`src/rtl/isvm_pkg.sv`:
```
// Package for the interpolating sample voice mixer.
// Holds payload structs, opcodes, controller states and the controller/datapath interface.
package isvm_pkg;

   localparam int VOICES           = 8;
   localparam int VOICE_BITS       = (VOICES > 1) ? $clog2(VOICES) : 1;
   localparam int SAMPLE_ADDR_BITS = 16;
   localparam int MEM_WORDS        = 1 << SAMPLE_ADDR_BITS;

   localparam logic signed [16:0] SAT_MAX = 17'sh07fff;
   localparam logic signed [16:0] SAT_MIN = -17'sh08000;

   localparam logic [2:0] WRAP_TOP = 3'd7;

   typedef enum logic [1:0] {
      OP_WRITE = 2'd0,
      OP_START = 2'd1,
      OP_STOP  = 2'd2,
      OP_MIX   = 2'd3
   } op_type;

   typedef struct packed {
      op_type              op;
      logic [15:0]         address;
      logic signed [15:0]  sample_value;
      logic [16:0]         sound_length;
      logic [23:0]         step_rate;
      logic                loop_flag;
      logic [15:0]         stop_handle;
   } req_type;

   typedef struct packed {
      logic signed [15:0]  mixed_sample;
      logic [15:0]         voice_handle;
      logic                rejected;
   } rsp_type;

   typedef enum logic [2:0] {
      ST_IDLE,
      ST_RD_LEFT,
      ST_RD_RIGHT,
      ST_MUL,
      ST_ACC,
      ST_WRAP,
      ST_DONE
   } state_type;

   typedef struct packed {
      logic                  load;
      logic                  exec_simple;
      logic                  rd_left;
      logic                  rd_right;
      logic                  mul;
      logic                  acc;
      logic                  wrap;
      logic [2:0]            shift;
      logic [VOICE_BITS-1:0] voice;
   } cmd_type;

   typedef struct packed {
      logic [VOICES-1:0] active;
      logic              wrap_more;
   } sts_type;

endpackage

```
`src/rtl/isvm_controller.sv`:
```
// Controller state machine: handshakes and per-voice sequencing for mix requests.
// Depends on isvm_pkg; commands isvm_datapath.
module isvm_controller
   import isvm_pkg::*;
(
   input  logic    clock,
   input  logic    reset,
   input  logic    req_valid,
   output logic    req_ready,
   input  op_type  req_op,
   output logic    rsp_valid,
   input  logic    rsp_ready,
   input  sts_type sts,
   output cmd_type cmd
);

   state_type             state_ff, state_in;
   logic [VOICE_BITS-1:0] voice_ff, voice_in;
   logic [2:0]            shift_ff, shift_in;
   logic                  rsp_valid_ff, rsp_valid_in;
   logic                  found;
   logic [VOICE_BITS-1:0] next_v;

   assign rsp_valid = rsp_valid_ff;

   // next active voice above the current one, or the lowest active voice when idle
   always_comb begin
      found  = 1'b0;
      next_v = '0;
      for (int v = VOICES - 1; v >= 0; v--) begin
         if (sts.active[v] && (state_ff == ST_IDLE || v > int'(voice_ff))) begin
            found  = 1'b1;
            next_v = VOICE_BITS'(v);
         end
      end
   end

   always_ff @(posedge clock) begin
      if (reset) begin
         state_ff     <= ST_IDLE;
         rsp_valid_ff <= 1'b0;
         voice_ff     <= '0;
         shift_ff     <= '0;
      end else begin
         state_ff     <= state_in;
         rsp_valid_ff <= rsp_valid_in;
         voice_ff     <= voice_in;
         shift_ff     <= shift_in;
      end
   end

   always_comb begin
      state_in     = state_ff;
      voice_in     = voice_ff;
      shift_in     = shift_ff;
      rsp_valid_in = rsp_valid_ff && !rsp_ready;
      req_ready    = 1'b0;
      cmd          = '0;
      cmd.voice    = voice_ff;
      cmd.shift    = shift_ff;
      unique case (state_ff)
         ST_IDLE: begin
            req_ready = 1'b1;
            if (req_valid) begin
               cmd.load = 1'b1;
               voice_in = '0;
               state_in = ST_DONE;
               if (req_op == OP_MIX && sts.active != '0) begin
                  voice_in = next_v;
                  state_in = ST_RD_LEFT;
               end
            end
         end
         ST_RD_LEFT: begin
            cmd.rd_left = 1'b1;
            state_in    = ST_RD_RIGHT;
         end
         ST_RD_RIGHT: begin
            cmd.rd_right = 1'b1;
            state_in     = ST_MUL;
         end
         ST_MUL: begin
            cmd.mul  = 1'b1;
            state_in = ST_ACC;
         end
         ST_ACC: begin
            cmd.acc = 1'b1;
            if (sts.wrap_more) begin
               shift_in = WRAP_TOP;
               state_in = ST_WRAP;
            end else begin
               state_in = ST_DONE;
               if (found) begin
                  voice_in = next_v;
                  state_in = ST_RD_LEFT;
               end
            end
         end
         ST_WRAP: begin
            cmd.wrap = 1'b1;
            shift_in = shift_ff - 3'd1;
            if (shift_ff == 3'd0) begin
               state_in = ST_DONE;
               if (found) begin
                  voice_in = next_v;
                  state_in = ST_RD_LEFT;
               end
            end
         end
         ST_DONE: begin
            if (!rsp_valid_ff || rsp_ready) begin
               cmd.exec_simple = 1'b1;
               rsp_valid_in    = 1'b1;
               state_in        = ST_IDLE;
            end
         end
         default: state_in = ST_IDLE;
      endcase
   end

endmodule

```
`config.mk`:
```
export PLATFORM = sky130hd
export DESIGN_NAME = isvm_controller
export DESIGN_NICKNAME = d
export VERILOG_FILES = /design/src/rtl/isvm_pkg.sv /design/src/rtl/isvm_controller.sv
export SDC_FILE = /design/constraint.sdc
export NUM_CORES = 1
export LEC_CHECK = 0
export ABC_AREA = 1
export BUFFER_PORTS_ARGS = -buffer_cell sky130_fd_sc_hd__buf_2
export CAP_MARGIN = 20
export CORE_MARGIN = 2
export CORE_UTILIZATION = 40
export CTS_CLUSTER_DIAMETER = 200
export DETAILED_ROUTE_END_ITERATION = 10
export GPL_ROUTABILITY_DRIVEN = 0
export PLACE_DENSITY_LB_ADDON = 0.08
export SYNTH_ARGS = -nofsm -noshare
export SYNTH_HDL_FRONTEND = slang
export SYNTH_SLANG_ARGS = --single-unit
```
`constraint.sdc`:
```
create_clock -name clock -period 2.3 [get_ports clock]
set_input_delay 0.345 -clock clock [delete_from_list [all_inputs] [get_ports clock]]
set_output_delay 0.345 -clock clock [all_outputs]
set_load 0.005 [all_outputs]
```
==> out/results.txt, run 1 <==
Sequential fraction of the synthesis area -> 21.62%
Initial antenna violation count -> 0
Number of enable flip-flop cells after synthesis -> 0
Number of diodes -> 0
Remaining DRCs -> 0
I/O pins -> 30
H-Tree Depth -> 1
Ys Warns -> 0
Synth top area share -> 21.62%
Cts hold-fix bufs -> 0
Startpoint Class -> flip-flop
Clock root cell -> clkbuf_4
Final setup TNS -> 0 ns
Async SR Flop Fraction -> 0%
Maximum number of pins on one net before global-route repair -> 13
Routed vias/inst -> 4.686
Leading post-synthesis cells by cell area -> dfxtp_1 22%, nand2_1 17%, inv_1 9.7%
Gr usage total -> 17.09%
Clock Sinks -> 10
Clock tree from TritonCTS -> built
Clock-pin slew on the worst setup and hold paths -> 0.06 ns
Slew Limit Headroom -> 83.39%
Die Span X -> 52.11 um
Port Buf Inserts -> 29
Max-capacitance violation count -> 0
Slew @ Worst Pin -> 0.2465 ns
Synth unique cells -> 25
Final wirelength -> 2059 um
Core Rows -> 17
Met1 WL -> 1048 um
Area growth from synthesis to layout -> 20.27%
Die H -> 52.11 um
Post-CTS Setup Inserts -> 0
Avg Cell Area, Syn -> 6.132 um^2
Fmax -> 0.6170 GHz
Global-route wire length before repair -> 3567 um
Worst skew pair latency -> 0.25 ns
Worst endpoint data arrival time -> 1.28 ns
Fin util -> 50.83%
CTS Buf Count -> 3
Pre-Repair DR Iteration Count -> 4
Hold crit path type -> in2reg
Die Area -> 2715 um^2
Number of routed nets with antenna violations -> 0
Core area -> 2191 um^2
Routed wl met3 -> 104 um
Worst IR Drop VDD -> 0.5063 mV
PwrDens -> 1105 nW/um^2
Cells after synthesis -> 151
Starting Density -> 42.26%
Worst Setup Path Type -> reg2out
Placed insts -> 207
Routed length per instance -> 9.805 um
Most frequent cells in the layout -> 43 x nand2_1, 29 x buf_2, 24 x inv_1
Post-CTS sizing -> 0
Final HPWL DP -> 1736 um
Syn Nets -> 168
Lkg Pwr -> 0.6454 nW
Initial detailed-routing violation count -> 16
Via count -> 984
CP cell instances -> inv_2 > nor3_1 > inv_1 > nor2_1 > buf_2
Clock Skews -> 0.002985 ns
Layout cells sized above 1 -> 32.42%
Synth Cell Area -> 925.9 um^2
Number of global-route vias before repair -> 920
Crit-path max cell delay -> 0.40 ns
Top Layer Used -> met4
Global route overflow -> 0
Multi-input logic area -> 601.8 um^2
Final Max Tran Viols -> 0
CP Max Fanout -> 5
Number of synthesized register bits -> 10
Final setup violating endpoints -> 0
Clock period minus worst slack -> 1.621 ns
FF/Latch Area -> 200.2 um^2
CP Capture Type -> output pin
Met2 WL post-DR -> 891 um
Worst Path Required -> 1.96 ns
Status -> finished clean
CP max stage cell -> dfxtp_1
Nets -> 201
Fin crit share -> 70.47%
Commonest non-fill, non-tap cell in the layout -> nand2_1
Endpoints failing hold -> 0
Post-synth top area cell -> dfxtp_1
RSZ-0062 raised after global routing -> no
Longest Clk Path Bufs -> 2
Main synth FF type -> dfxtp_1
Number of fillers in the final layout -> 234
Final non-filler cell total -> 210
-- registers in the layout, indices dropped and copies added, names as in the netlist --
name,count
shift_ff,3
rsp_valid,1
voice_ff,3
state_ff,3
-- critical path: cells and delay by family, from the launching register on --
family        cells  cell delay, ns
simple gates      2            0.30
buf+inv           3            0.32
flops             1            0.40
-- stage by stage --
step | area (um^2) | setup slack, ns | total power [mW] | hold slack [ns]
4_1_cts | 1114 | 0.6543 | 1.239 | 0.2926
6_report | 1114 | 0.6791 | 1.231 | 0.3015
3_5_place_dp | 1091 | 0.7725 | 1.117 | 0.5108
2_1_floorplan | 925.9 | 0.8574 | 0.9527 | 0.4141
3_3_place_gp | 1091 | 0.7751 | 1.113 | 0.5062
5_1_grt | 1114 | 0.5590 | 1.369 | 0.3065
-- cells by family (layout without fill, tap and decap cells) --
group                      Yosys count  in the layout  share of synthesized area [%]
adders and majority gates            2              2                          2.702
buffers and inverters               30             61                          13.38
AOI/OAI and AO/OA                   20             20                          12.43
DFF                                 10             10                          21.62
and+or+nand+nor                     89             89                          49.86
-- power breakdown --
part           total, mW  internal, mW  leakage, nW  switching (mW)
logic              0.826         0.305        0.550           0.521
registers          0.290         0.232       0.0821          0.0579
clock network      0.114        0.0602       0.0138          0.0539
total               1.23         0.598        0.645           0.633
-- cell type report --
type                       count  share of cell area (%)
multi-input combinational    111                   54.04
tap                           28                   3.146
inverter                      29                   9.775
timing repair buffer          29                   13.03
clock buffer                   3                   2.022
sequential                    10                   17.98
-- routing by layer --
| layer | vias to the layer above | GRT usage [%] |
|---|---|---|
| li1 | 528 | - |
| met4 | 0 | 5.702 |
| met2 | 25 | 26.37 |
| met3 | 2 | 3.161 |
| met5 | - | 0 |
| met1 | 429 | 23.68 |
-- synthesized netlist by cell type, drive strengths merged, types with 2 or more instances --
cell type	number
o211ai	3
nand3	5
a21oi	11
nand4	2
inv	29
dfxtp	10
nand2	56
nor2	22
ha	2
o21ai	4
nor3	2
-- worst paths after layout --
path / slack [ns] / end / cells past startpoint / start
setup / recovery: 0.68 / cmd[11] / 5 / state_ff[2]
hold / removal: 0.30 / state_ff[2] / 2 / reset
setup reg to reg: 0.75 / voice_ff[1] / 11 / state_ff[0]
hold reg to reg: 0.52 / shift_ff[2] / 2 / shift_ff[2]
(Power assumes the default switching activity.)
==> inputs of run 2 (changes only) <==
==> constraint.sdc (replaced) <==
create_clock -name clock -period 1.3 [get_ports clock]
set_input_delay 0.195 -clock clock [delete_from_list [all_inputs] [get_ports clock]]
set_output_delay 0.195 -clock clock [all_outputs]
set_load 0.005 [all_outputs]
==> run 2 against run 1 <==
Net effect: the flow now finishes with violations (negative setup slack); sequential power up 85%; core utilization up 20 points; power increased to 2.6 times the previous value; die area did not move; first-iteration DRC count shrank 44%; clock-buffer cell count unchanged; routed wire length up 36%; worst hold slack worse by 0.16 ns; global-route usage grew 3.1 points; critical path type unchanged; critical endpoint unchanged; largest power group unchanged.
==> out/results.txt, run 2 (same netlist as run 1, synthesis figures left out) <==
Lkg Pwr -> 0.8482 nW (+31%)
Gr usage total -> 20.23% (+3.1 points)
Cts hold-fix bufs -> 0 (unchanged)
PwrDens -> 2086 nW/um^2 (+89%)
Clock Skews -> 0.002892 ns (-0.00009275 ns)
Nets -> 234 (+16%)
Internal -> 1.714 mW (+190%)
Biggest registers after layout -> shift_ff: 3 flops, state_ff: 3 flops, voice_ff: 3 flops
Die Span X -> 52.11 um (unchanged)
Slew @ Worst Pin -> 0.2532 ns (+0.006636 ns)
Worst hold path depth -> 2 (unchanged)
Remaining DRCs -> 0 (unchanged)
Die Area -> 2715 um^2 (unchanged)
Slew Limit Headroom -> 83.01% (-0.38 points)
Crit-path max cell delay -> 0.35 ns (-0.05 ns)
Global route overflow -> 0 (unchanged)
Number of fillers in the final layout -> 183 (-22%)
Clock-pin slew on the worst setup and hold paths -> 0.06 ns (about the same)
Final wirelength -> 2791 um (+36%)
Sw frac -> 47.08% (-4.4 points)
Placed insts -> 232 (+12%)
Final setup violating endpoints -> 14 (+14)
Worst skew pair latency -> 0.26 ns (about the same)
Initial detailed-routing violation count -> 9 (-7)
CP Max Fanout -> 3 (-2)
Area growth from synthesis to layout -> 67.70%
Hold_ws -> 0.1411 ns (-0.1604 ns)
Comb power frac -> 77.2% (+10 points)
H-Tree Depth -> 1 (unchanged)
Routed vias/inst -> 4.716 (+0.65%)
Longest Clk Path Bufs -> 2 (unchanged)
Die H -> 52.11 um (unchanged)
RSZ-0062 raised after global routing -> yes
Worst Setup Path Type -> reg2out
Number of diodes -> 0 (unchanged)
Fin crit share -> 116.6%
Layout cells sized above 1 -> 57.67% (+25 points)
Clock Sinks -> 10 (unchanged)
Worst IR Drop VDD -> 1.258 mV (+150%)
Maximum number of pins on one net before global-route repair -> 11 (-2)
Power share of the clock group -> 6.2% (-3.1 points)
Status -> complete, but fails checks
CP max stage cell -> dfxtp_2
Cells on worst reg2reg path -> 11 (unchanged)
Port Buf Inserts -> 29 (unchanged)
Starting Density -> 42.26% (unchanged)
Worst path depth -> 7 (+2)
Most frequent cells in the layout -> 35 x nand2_1, 27 x buf_2, 21 x buf_4
Max-capacitance violation count -> 0 (unchanged)
Initial antenna violation count -> 0 (unchanged)
Clock period minus worst slack -> 1.516 ns
Number of global-route vias before repair -> 988 (+7.4%)
Commonest non-fill, non-tap cell in the layout -> nand2_1
Final HPWL DP -> 1977 um (+14%)
Endpoints failing hold -> 0 (unchanged)
Worst Path Required -> 1.11 ns (-0.85 ns)
Clock root cell -> clkbuf_4
Global-route wire length before repair -> 4057 um (+14%)
Core area -> 2191 um^2 (unchanged)
Flop pwr share -> 16.6% (-7.0 points)
Startpoint Class -> flip-flop
WP buf/inv -> 5 (+2)
Worst endpoint data arrival time -> 1.32 ns (+0.04 ns)
I/O pins -> 30 (unchanged)
Final Max Tran Viols -> 0 (unchanged)
Hold crit path type -> in2reg
Routed length per instance -> 11.49 um (+17%)
Crit-path most repeated cell -> buf_6
Post-layout worst setup margin -> -0.2160 ns (-0.8951 ns)
Fmax -> 0.6596 GHz
Via count -> 1,146 (+16%)
CP Capture Type -> output pin
Family with the most delay on the worst path -> buffers and inverters
Core Rows -> 17 (unchanged)
CTS Buf Count -> 3 (unchanged)
Final non-filler cell total -> 243 (+16%)
Switching power -> 1.524 mW (+140%)
Failing checks -> negative setup slack
CP cell instances -> inv_4 > buf_6 > nor3_4 > inv_2 > buf_6 > nor2_4 > buf_2
Number of routed nets with antenna violations -> 0 (unchanged)
Clock tree from TritonCTS -> built
Pre-Repair DR Iteration Count -> 4 (unchanged)
run 2: worst paths after layout:
| check | slack (ns) | end | start |
|---|---|---|---|
| worst max-delay path | -0.22 | cmd[11] | state_ff[2] |
| worst max register to register | -0.19 | voice_ff[1] | state_ff[0] |
| worst min register to register | 0.53 | shift_ff[2] | shift_ff[2] |
| worst min-delay path | 0.14 | state_ff[1] | reset |
run 2: layout make-up:
class                           instances  area, um^2  area share, %
Tap cell                               28       35.03          2.256
Clock buffer                            3       22.52          1.450
Sequential cell                        10       211.5          13.62
Timing Repair Buffer                   62       450.4          29.01
Inverter                               29       113.9          7.333
Multi-Input combinational cell        111       719.4          46.33
run 2: power by group through the flow:
| stage | Sequential, mW | Combinational (mW) | Clock [mW] |
|---|---|---|---|
| 2_1_floorplan | 0.530 | 1.17 | 0 |
| 3_3_place_gp | 0.506 | 1.84 | 0 |
| 3_5_place_dp | 0.510 | 1.88 | 0 |
| 4_1_cts | 0.524 | 2.14 | 0.209 |
| 5_1_grt | 0.553 | 2.72 | 0.228 |
| 6_report | 0.536 | 2.50 | 0.202 |
run 2: repair_timing:
| action | in CTS | in global routing |
|---|---|---|
| pin swaps | 6 | 15 |
| resized for setup | 23 | 30 |
| buffers inserted | 5 | 6 |
| endpoints found under the setup margin | 12 | 17 |
run 2: per-layer routing:
metal  GRT usage (%)  part of all wire (%)  up-vias
met3           2.874                   4.9        4
met5               0                     0        -
met4           7.895                   1.2        0
met1           27.59                    42      510
li1                -                     -      602
met2           31.86                    51       30
run 2: metrics by stage:
step | setup TNS (ns) | utilization (%) | setup WS [ns] | cell area [um^2] | total power, mW
2_1_floorplan | -0.2494 | - | -0.07568 | 937.1 | 1.700
3_3_place_gp | -0.5869 | 58.88 | -0.1257 | 1290 | 2.348
3_5_place_dp | -0.6634 | 58.88 | -0.1403 | 1290 | 2.388
4_1_cts | -1.042 | 64.93 | -0.1702 | 1423 | 2.874
5_1_grt | -2.767 | 70.87 | -0.2908 | 1553 | 3.499
6_report | -1.485 | 70.87 | -0.2160 | 1553 | 3.238
==> inputs of run 3 (changes only) <==
==> constraint.sdc (replaced) <==
create_clock -name clock -period 1.3 [get_ports clock]
set_input_delay 0.26 -clock clock [delete_from_list [all_inputs] [get_ports clock]]
set_output_delay 0.26 -clock clock [all_outputs]
set_load 0.005 [all_outputs]
==> run 3 against run 2 <==
Net effect: the flow still finishes with violations (negative setup slack); fmax is 2.3% higher; combinational power rose by 20%; global-route usage increased by 3.6 points; critical path depth is 2 lower; cell count is 2.1% higher; setup slack better by 0.034 ns; sequential power rose by 2%; clock power rose by 4%; largest cell class unchanged; sequential share of layout area shrank 0.81 points; design area rose by 7.6%.
==> out/results.txt, run 3 (same netlist as run 1, synthesis figures left out) <==
Number of diodes -> 0 (unchanged)
Layout cells sized above 1 -> 63.18% (+5.5 points)
Via count -> 1,256 (+9.6%)
Worst endpoint data arrival time -> 1.22 ns (-0.10 ns)
Number of routed nets with antenna violations -> 0 (unchanged)
Hold crit path type -> in2reg
Maximum number of pins on one net before global-route repair -> 7 (-4)
Longest Clk Path Bufs -> 2 (unchanged)
Pre-Repair DR Iteration Count -> 5 (+1)
Clock-pin slew on the worst setup and hold paths -> 0.06 ns (about the same)
Fin crit share -> 114.0% (-2.6 points)
Nets -> 239 (+2.1%)
Die H -> 52.11 um (unchanged)
RSZ-0062 raised after global routing -> yes
Crit-path max cell delay -> 0.36 ns (about the same)
Worst IR Drop VDD -> 1.541 mV (+23%)
Hold_ws -> 0.2189 ns (+0.07782 ns)
Number of global-route vias before repair -> 1,147 (+16%)
Core area -> 2191 um^2 (unchanged)
Fin util -> 76.24% (+5.4 points)
R2r endpoint -> voice_ff[0]
Port Buf Inserts -> 29 (unchanged)
Post-layout worst setup margin -> -0.1820 ns (+0.03396 ns)
Gr usage total -> 23.87% (+3.6 points)
Met3 Use GR -> 2.299% (-0.57 points)
Clock tree from TritonCTS -> built
CTS Buf Count -> 3 (unchanged)
Worst skew pair latency -> 0.27 ns (about the same)
Final setup TNS -> -1.795 ns (-0.3094 ns)
Slew Limit Headroom -> 85.65% (+2.6 points)
Routed vias/inst -> 5.065 (+7.4%)
Die Span X -> 52.11 um (unchanged)
Flop-to-flop setup slack -> -0.17 ns (+0.02 ns)
Final Power -> 3.755 mW (+16%)
Clock Sinks -> 10 (unchanged)
Die Area -> 2715 um^2 (unchanged)
Final setup violating endpoints -> 17 (+3)
Biggest registers after layout -> shift_ff: 3 flops, state_ff: 3 flops, voice_ff: 3 flops
Cells on worst reg2reg path -> 12 (+1)
Clock period minus worst slack -> 1.482 ns (-0.03396 ns)
Endpoints failing hold -> 0 (unchanged)
Commonest non-fill, non-tap cell in the layout -> nand2_1
Worst Setup Path Type -> reg2out
Met2 Resource Use GR -> 41.56% (+9.7 points)
Routed length per instance -> 13.17 um (+15%)
Fmax -> 0.6748 GHz (+2.3%)
Final wirelength -> 3266 um (+17%)
Worst Path Required -> 1.04 ns (-0.07 ns)
Initial detailed-routing violation count -> 26 (+17)
PwrDens -> 2248 nW/um^2 (+7.8%)
Max-capacitance violation count -> 0 (unchanged)
H-Tree Depth -> 1 (unchanged)
Starting Density -> 42.26% (unchanged)
Worst Hold Launch -> reset
Worst hold path depth -> 2 (unchanged)
Remaining DRCs -> 0 (unchanged)
Status -> complete, but fails checks
Clock root cell -> clkbuf_4
CP cell instances -> buf_4 > nor3_4 > inv_2 > nor2_1 > buf_2
Initial antenna violation count -> 0 (unchanged)
I/O pins -> 30 (unchanged)
Most crowded layer after global routing -> met2
CP Max Fanout -> 3 (unchanged)
Slew @ Worst Pin -> 0.2138 ns (-0.03934 ns)
Lkg Pwr -> 0.8969 nW (+5.7%)
Place WS -> -0.1624 ns (-0.02218 ns)
Global-route wire length before repair -> 4850 um (+20%)
Area growth from synthesis to layout -> 80.41%
Met1 usage in global routing -> 28.72% (+1.1 points)
Final HPWL DP -> 1937 um (-2.0%)
Hold worst-path end -> state_ff[0]
Most frequent cells in the layout -> 33 x nand2_1, 27 x buf_2, 24 x buf_4
Startpoint Class -> flip-flop
Final Max Tran Viols -> 0 (unchanged)
RR Startpoint -> state_ff[0]
Core Rows -> 17 (unchanged)
CP max stage cell -> dfxtp_4
CP Capture Type -> output pin
Failing checks -> negative setup slack
Global route overflow -> 0 (unchanged)
Clock Skews -> 0.001063 ns (-0.001829 ns)
## run 3: cell types whose count changed in the layout (fill, tap and decap cells not counted), moves of 3 or more
cell	delta
buf_4	+3
a21oi_2	+4
a21oi_1	-4
nor2_4	-3
nand2_4	+3
## run 3: repair_timing
item / 4_1_cts / 5_1_grt
pin swaps: 18 / 15
endpoints found under the setup margin: 16 / 17
cloned: 1 / 0
gates resized for setup: 38 / 33
hold buffers: 0 / 0
setup buffers: 10 / 4
## run 3: how the worst max path moves through the flow
stage	start	end	slack [ns]	cells past startpoint
after floorplan	state_ff[1]	voice_ff[1]	-0.08	11
after global placement	voice_ff[2]	voice_ff[1]	-0.13	11
after detailed placement	state_ff[0]	voice_ff[0]	-0.16	11
after CTS	state_ff[2]	cmd[11]	-0.18	6
after global routing	state_ff[0]	voice_ff[0]	-0.25	12
final	state_ff[0]	cmd[11]	-0.18	5
## run 3: final cells by class
type                       instances  area, um^2
timing repair buffer              66       493.0
fill                             160       520.5
clock buffer                       3       22.52
inverter                          29       116.4
tap                               28       35.03
sequential                        10       214.0
multi-input combinational        112       789.5
## run 3: layer usage
metal / part of all wire (%) / wire [um] / vias up
li1: - / - / 608
met1: 41 / 1336 / 584
met2: 50 / 1622 / 51
met3: 6.2 / 201 / 13
met4: 3.2 / 106 / 0
met5: 0 / 0 / -
## run 3: through the flow
step           std cells  area (um^2)
2_1_floorplan        151        937.1
3_3_place_gp         232         1290
3_5_place_dp         232         1290
4_1_cts              246         1548
5_1_grt              248         1670
6_report             248         1670
## run 3: worst max-delay path, delay by kind of cell, from the launching register on
family        cells  cell delay, ns
flops             1            0.36
buf+inv           3            0.32
simple gates      2            0.26
## run 3: where the power goes
group | switching (mW) | internal, mW
Combinational | 1.56 | 1.44
Sequential | 0.109 | 0.439
Clock | 0.103 | 0.107
Total | 1.77 | 1.99
